$ cat src/rtl/rmst_pkg.sv
// ----------------------------------------------------------------------------
// rmst_pkg: shared types and constants of the range-minimum tree
// Field widths, operation codes, sequencer states and the result record.
// ----------------------------------------------------------------------------
`default_nettype none

package rmst_pkg;

    localparam int MAX_LEAVES_DEF = 1024;

    localparam int POS_W = 11;
    localparam int VAL_W = 64;

    localparam logic [POS_W-1:0] LEAF_COUNT_RESET = 11'd1024;

    localparam logic signed [VAL_W-1:0] SENTINEL_MIN = 64'sd1000000000000000000;
    localparam logic signed [VAL_W-1:0] VAL_MAX      = 64'sh7FFF_FFFF_FFFF_FFFF;

    // operation selector carried in tuser
    localparam logic FUNC_UPDATE = 1'b0;
    localparam logic FUNC_QUERY  = 1'b1;

    typedef enum logic [2:0] {
        S_CLEAR,
        S_IDLE,
        S_UP_READ,
        S_UP_WRITE,
        S_Q_TEST,
        S_Q_A,
        S_Q_B,
        S_DONE
    } t_state;

    typedef struct packed {
        logic signed [VAL_W-1:0] minimum;
        logic                    empty_range;
        logic                    bad_range;
    } t_result;

    function automatic logic signed [VAL_W-1:0] min_s64(
        input logic signed [VAL_W-1:0] a,
        input logic signed [VAL_W-1:0] b
    );
        return (a < b) ? a : b;
    endfunction

endpackage

`default_nettype wire

$ cat src/rtl/rmst_ctrl.sv
// ----------------------------------------------------------------------------
// rmst_ctrl: sequencer of the range-minimum tree
// Clears the node store after reset, walks ancestors on an update and the
// bottom-up span on a query, with one shared signed compare.
// ----------------------------------------------------------------------------
`default_nettype none

module rmst_ctrl #(
    parameter int MAX_LEAVES = 1024,
    parameter int DEPTH      = 2 * MAX_LEAVES,
    parameter int AW         = $clog2(DEPTH)
) (
    input  wire logic                                i_clk,
    input  wire logic                                i_rst_n,
    input  wire logic                                i_in_valid,
    output logic                                     o_in_ready,
    input  wire logic                                i_func,
    input  wire logic [rmst_pkg::POS_W-1:0]          i_left,
    input  wire logic [rmst_pkg::POS_W-1:0]          i_right,
    input  wire logic signed [rmst_pkg::VAL_W-1:0]   i_value,
    input  wire logic [rmst_pkg::POS_W-1:0]          i_leaf_count,
    output logic                                     o_res_valid,
    input  wire logic                                i_res_take,
    output rmst_pkg::t_result                        o_res,
    output logic                                     o_ram_we,
    output logic [AW-1:0]                            o_ram_waddr,
    output logic signed [rmst_pkg::VAL_W-1:0]        o_ram_wdata,
    output logic [AW-1:0]                            o_ram_raddr,
    input  wire logic signed [rmst_pkg::VAL_W-1:0]   i_ram_rdata
);
    import rmst_pkg::*;

    // node index with room for DEPTH itself
    localparam int IW = AW + 1;
    localparam int CW = (POS_W > $clog2(MAX_LEAVES + 1)) ? POS_W : $clog2(MAX_LEAVES + 1);

    t_state                  r_state, n_state;
    logic [AW-1:0]           r_clr, n_clr;
    logic [IW-1:0]           r_a, n_a;
    logic [IW-1:0]           r_b, n_b;
    logic signed [VAL_W-1:0] r_acc, n_acc;
    logic                    r_empty, n_empty;
    logic                    r_bad, n_bad;

    logic [CW-1:0]           w_cnt;
    logic [CW-1:0]           w_left;
    logic [CW-1:0]           w_right;
    logic                    w_empty;
    logic                    w_bad;
    logic                    w_pos_ok;
    logic [IW-1:0]           w_leaf_a;
    logic [IW-1:0]           w_leaf_b;
    logic [IW-1:0]           w_a_inc;
    logic [IW-1:0]           w_b_dec;
    logic [IW-1:0]           w_parent;
    logic signed [VAL_W-1:0] w_min;

    assign w_cnt    = (CW'(i_leaf_count) > CW'(MAX_LEAVES)) ? CW'(MAX_LEAVES)
                                                           : CW'(i_leaf_count);
    assign w_left   = CW'(i_left);
    assign w_right  = CW'(i_right);
    assign w_empty  = w_left > w_right;
    assign w_pos_ok = (w_left != '0) && (w_left <= w_cnt);
    assign w_bad    = !w_pos_ok || (w_right == '0) || (w_right > w_cnt);
    assign w_leaf_a = IW'(MAX_LEAVES) + IW'(i_left) - IW'(1);
    assign w_leaf_b = IW'(MAX_LEAVES) + IW'(i_right);
    assign w_a_inc  = r_a + IW'(1);
    assign w_b_dec  = r_b - IW'(1);
    assign w_parent = r_a >> 1;

    // the one compare unit, shared by every walk step
    assign w_min = min_s64(r_acc, i_ram_rdata);

    always_ff @(posedge i_clk) begin
        if (!i_rst_n) begin
            r_state <= S_CLEAR;
            r_clr   <= '0;
        end else begin
            r_state <= n_state;
            r_clr   <= n_clr;
        end
    end

    always_ff @(posedge i_clk) begin
        r_a     <= n_a;
        r_b     <= n_b;
        r_acc   <= n_acc;
        r_empty <= n_empty;
        r_bad   <= n_bad;
    end

    always_comb begin
        n_state     = r_state;
        n_clr       = r_clr;
        n_a         = r_a;
        n_b         = r_b;
        n_acc       = r_acc;
        n_empty     = r_empty;
        n_bad       = r_bad;
        o_in_ready  = 1'b0;
        o_res_valid = 1'b0;
        o_ram_we    = 1'b0;
        o_ram_waddr = r_a[AW-1:0];
        o_ram_wdata = r_acc;
        o_ram_raddr = r_a[AW-1:0];

        unique case (r_state)
            S_CLEAR: begin
                o_ram_we    = 1'b1;
                o_ram_waddr = r_clr;
                o_ram_wdata = '0;
                n_clr       = r_clr + AW'(1);
                if (r_clr == AW'(DEPTH - 1)) begin
                    n_state = S_IDLE;
                end
            end
            S_IDLE: begin
                o_in_ready = 1'b1;
                if (i_in_valid) begin
                    if (i_func == FUNC_UPDATE) begin
                        // out-of-range positions are dropped silently
                        if (w_pos_ok) begin
                            o_ram_we    = 1'b1;
                            o_ram_waddr = w_leaf_a[AW-1:0];
                            o_ram_wdata = i_value;
                            n_a         = w_leaf_a;
                            n_acc       = i_value;
                            n_state     = S_UP_READ;
                        end
                    end else begin
                        n_empty = w_empty;
                        n_bad   = w_bad;
                        if (w_empty || w_bad) begin
                            n_acc   = SENTINEL_MIN;
                            n_state = S_DONE;
                        end else begin
                            n_a     = w_leaf_a;
                            n_b     = w_leaf_b;
                            n_acc   = VAL_MAX;
                            n_state = S_Q_TEST;
                        end
                    end
                end
            end
            S_UP_READ: begin
                // fetch the sibling of the node just written
                o_ram_raddr = r_a[AW-1:0] ^ AW'(1);
                n_state     = S_UP_WRITE;
            end
            S_UP_WRITE: begin
                o_ram_we    = 1'b1;
                o_ram_waddr = w_parent[AW-1:0];
                o_ram_wdata = w_min;
                n_acc       = w_min;
                n_a         = w_parent;
                n_state     = (w_parent == IW'(1)) ? S_IDLE : S_UP_READ;
            end
            S_Q_TEST: begin
                if (r_a >= r_b) begin
                    n_state = S_DONE;
                end else if (r_a[0]) begin
                    o_ram_raddr = r_a[AW-1:0];
                    n_state     = S_Q_A;
                end else if (r_b[0]) begin
                    o_ram_raddr = w_b_dec[AW-1:0];
                    n_b         = w_b_dec;
                    n_state     = S_Q_B;
                end else begin
                    n_a = r_a >> 1;
                    n_b = r_b >> 1;
                end
            end
            S_Q_A: begin
                n_acc = w_min;
                if (r_b[0]) begin
                    o_ram_raddr = w_b_dec[AW-1:0];
                    n_b         = w_b_dec;
                    n_a         = w_a_inc;
                    n_state     = S_Q_B;
                end else begin
                    n_a     = w_a_inc >> 1;
                    n_b     = r_b >> 1;
                    n_state = S_Q_TEST;
                end
            end
            S_Q_B: begin
                n_acc   = w_min;
                n_a     = r_a >> 1;
                n_b     = r_b >> 1;
                n_state = S_Q_TEST;
            end
            S_DONE: begin
                o_res_valid = 1'b1;
                if (i_res_take) begin
                    n_state = S_IDLE;
                end
            end
            default: begin
                n_state = S_IDLE;
            end
        endcase
    end

    assign o_res.minimum     = r_acc;
    assign o_res.empty_range = r_empty;
    assign o_res.bad_range   = r_bad;

endmodule

`default_nettype wire

$ cat config.mk
export PLATFORM = sky130hd
export DESIGN_NAME = rmst_ctrl
export DESIGN_NICKNAME = d
export VERILOG_FILES = /design/src/rtl/rmst_pkg.sv /design/src/rtl/rmst_ctrl.sv
export SDC_FILE = /design/constraint.sdc
export NUM_CORES = 1
export LEC_CHECK = 0
export BUFFER_PORTS_ARGS = -buffer_cell sky130_fd_sc_hd__buf_2
export CAP_MARGIN = 25
export CELL_PAD_IN_SITES_DETAIL_PLACEMENT = 1
export CELL_PAD_IN_SITES_GLOBAL_PLACEMENT = 2
export CORE_ASPECT_RATIO = 0.75
export CORE_MARGIN = 1
export CORE_UTILIZATION = 34
export CTS_BUF_LIST = sky130_fd_sc_hd__clkbuf_4
export DETAILED_ROUTE_END_ITERATION = 8
export MAX_ROUTING_LAYER = met4
export PLACE_DENSITY = 0.88
export SLEW_MARGIN = 20
export SYNTH_ARGS = -nofsm -noshare
export SYNTH_HDL_FRONTEND = slang
export SYNTH_SLANG_ARGS = --single-unit
$ cat constraint.sdc
create_clock -name i_clk -period 13.05 [get_ports i_clk]
set_clock_uncertainty 0.15 [all_clocks]
set_input_delay 1.305 -clock i_clk [delete_from_list [all_inputs] [get_ports i_clk]]
set_output_delay 1.305 -clock i_clk [all_outputs]
set_load 0.01 [all_outputs]
==> results.tsv <==
metric	value	unit
post-synth cell types	60	
crit-path cells	buf_2 -> inv_1 -> ha_1 -> nor3b_1 -> nand2b_1 -> or4_1 -> nor3b_1 -> a41oi_4 -> buf_4 -> or3b_1 -> nand2_1 -> a31oi_4 -> buf_4 -> a21o_1 -> buf_2	
worst reg2reg endpoint	r_acc[24]	
nets	1836	
clock network power share	0.271	
PD cells	60.2	nW/um^2
Design Power	810	uW
critical path class	input pin to output pin	
P_sw	250	uW
Seq/Total Area, Yosys	0.266	
layout cells sized above 1	0.236	
vias	11500	
unrepaired setup endpoints after global routing	no	
final design utilization	0.414	
Worst EP arrival	5.74	ns
Net Sw Frac	0.308	
antenna viol nets, final	0	
HPWL Detailed	33500	um
post-route clock period utilization	0.551	
Total GRT Usage	0.268	
drt via density	5.75	
vias in the first global route	11600	
worst-margin pin slew	0.965	ns
Critical Path Source Type	input pin	
Ys Warns	0	
ranking of synthesized cells by area	edfxtp_1 24%, ha_1 13%, mux2i_1 12%	
outcome	finished clean	
Adder-Cell Fraction of Synth Area	0.126	
Syn Area/Cell	8.73	um^2
max-slew violations	0	
worst-path fanout max	64	
setup bufs post-CTS	0	
combined area of the multi-input logic cells	7530	um^2
hold depth	2	
worst hold start	r_clr[10]	
Hold Crit Class	register to register	
CTS tree	done	
GRT overflow	0	
r2r setup slk	7.47	ns
multiplexer area fraction after synthesis	0.126	
DR pass1 iterations	4	
starting density of the core	0.346	
syn nets	1564	
Comb pwr share	0.276	
synth-to-layout area growth	19.9	%
WP data required	11.60	ns
Pleak	0.00683	uW
Routability Congestion	0.960	
number of synthesized flops with an enable pin	90	
Synth Area in XOR/XNOR	0.0203	
worst-skew pair later-pin latency	0.52	ns
CP max stage cell	or4_1	
most instantiated cells after synthesis	139 x mux2i_1, 138 x a21oi_1, 113 x ha_1	
Post-Syn Instances	1285	
Die Y	159	um
largest net degree at the start of global routing	68	
DR DRC count	0	
htree depth	3	
main combinational cell family by area after synthesis	compound AO/OA/AOI/OAI gates	
Synth Register Bits	104	
Simple-Gate Fraction of Synth Area	0.103	
port bufs	320	
slowest stage delay, CP	0.61	ns
Synth Cell Area	11200	um^2
DIE WIDTH	212	um
post-DR wirelength/cell	22.1	um
Clock Tree Buf Depth	2	
fraction of power consumed by sequential logic	0.453	
initial antenna violation count	4	
clk sinks	104	
Max Cap Viol	0	
Internal Power	560	uW
cts hold-fix bufs	0	
R2R cell count	11	
fillers	3957	
Rows	57	
CTS resizes	0	
Final setup viols	0	
most frequent cell after synthesis	mux2i_1	
clock slew at reported path FFs	0.17	ns
worst hold slack	0.407	ns
Post-synth ARST share	0	
CP Capture Type	output pin	
Post-synth top flop	edfxtp_1	
total negative setup slack	0	ns
clk root buf	clkbuf_4	
Slew HR	0.357	
Fin. Hold Viols	0	
first-pass GRT wire length	68300	um
post-synth top area cell	edfxtp_1	
Total Wirelength	44400	um
Num CTS Buffers	9	
CORE AREA	32400	um^2
reg2reg start	r_acc[61]	
Yosys top cell area share	0.241	
die area	33700	um^2
post-layout minimum cycle time	7.19	ns
FF/Latch Area	2980	um^2
post-synthesis compound-gate area fraction	0.289	
Max Fclk	139	MHz
peak supply drop	40.6	uV
Ports	321	
DR iter-0 viols	810	
hold path endpoint	r_clr[10]	
-- area by class of cell --
cell class                 count  area share
sequential                   104       0.222
multi-input combinational    990       0.560
clock buffer                   9     0.00502
clock inverter                 7     0.00810
timing repair buffer         340       0.132
inverter                     112      0.0313
tap                          442      0.0411
antenna                        4    0.000744
-- kinds of logic (layout without fill, tap and decap cells) --
logic type / Yosys count / in the layout
multiplexers: 141 / 141
flip-flops: 104 / 104
adder cells (fa/ha/maj): 113 / 113
XOR/XNOR: 26 / 26
AND/OR/NAND/NOR: 236 / 236
buffers and inverters: 191 / 468
AO/OA/AOI/OAI: 474 / 474
other: 0 / 4
-- sequential cells by signal (all words and copies together) (netlist names) --
signal and flops:
r_clr 11, r_bad 1, r_state 3, r_a 12, r_b 12, r_acc 64
r_empty 1
-- metrics by stage --
stage,area (um^2),setup slack (ns),std cells
final,13400,5.86,2008
after global routing,13400,5.57,2008
after detailed placement,13300,5.90,1988
after CTS,13400,5.89,2004
after global placement,13200,6.11,1987
after floorplan,11200,7.52,1285
-- critical path, delay by kind of cell --
family                   cells  cell delay, ns
AO/OA/AOI/OAI                3            0.60
adder cells (fa/ha/maj)      1            0.18
buffers and inverters        5            1.45
AND/OR/NAND/NOR              6            2.07
-- worst max path at each step --
stage	from	to	cells past startpoint	slack, ns
2_1_floorplan	i_ram_rdata[57]	o_ram_wdata[11]	13	7.52
3_3_place_gp	i_left[0]	o_ram_wdata[43]	15	6.11
3_5_place_dp	i_left[0]	o_ram_wdata[37]	15	5.90
4_1_cts	i_left[0]	o_ram_wdata[37]	15	5.89
5_1_grt	i_left[0]	o_ram_wdata[37]	15	5.57
6_report	i_left[0]	o_ram_wdata[37]	15	5.86
-- layer usage --
layer  track usage  wire (um)  up-vias
li1              -          -     5401
met1         0.369      21500     5762
met2         0.414      20000      343
met3        0.0389       2190       39
met4        0.0593        673        0
met5             -          0        -
-- power groups by stage --
stage	logic, uW	registers [uW]	clock network (uW)
finish	224	367	219
CTS	223	367	229
floorplan	140	374	0
global route	245	367	237
detailed placement	222	374	0
global placement	214	374	0
-- cells in the final DEF, fill, tap and decap left out, types with 25 or more instances in the layout --
master / n
buf_2: 320
mux2i_1: 138
a21oi_1: 136
ha_1: 113
inv_1: 110
edfxtp_1: 90
a21o_1: 76
nand2_1: 66
a22o_1: 66
nor2_1: 49
o21ai_0: 46
o21a_1: 41
a22oi_1: 30
nand3_1: 25
No activity file was read; power rests on OpenSTA's default activity.
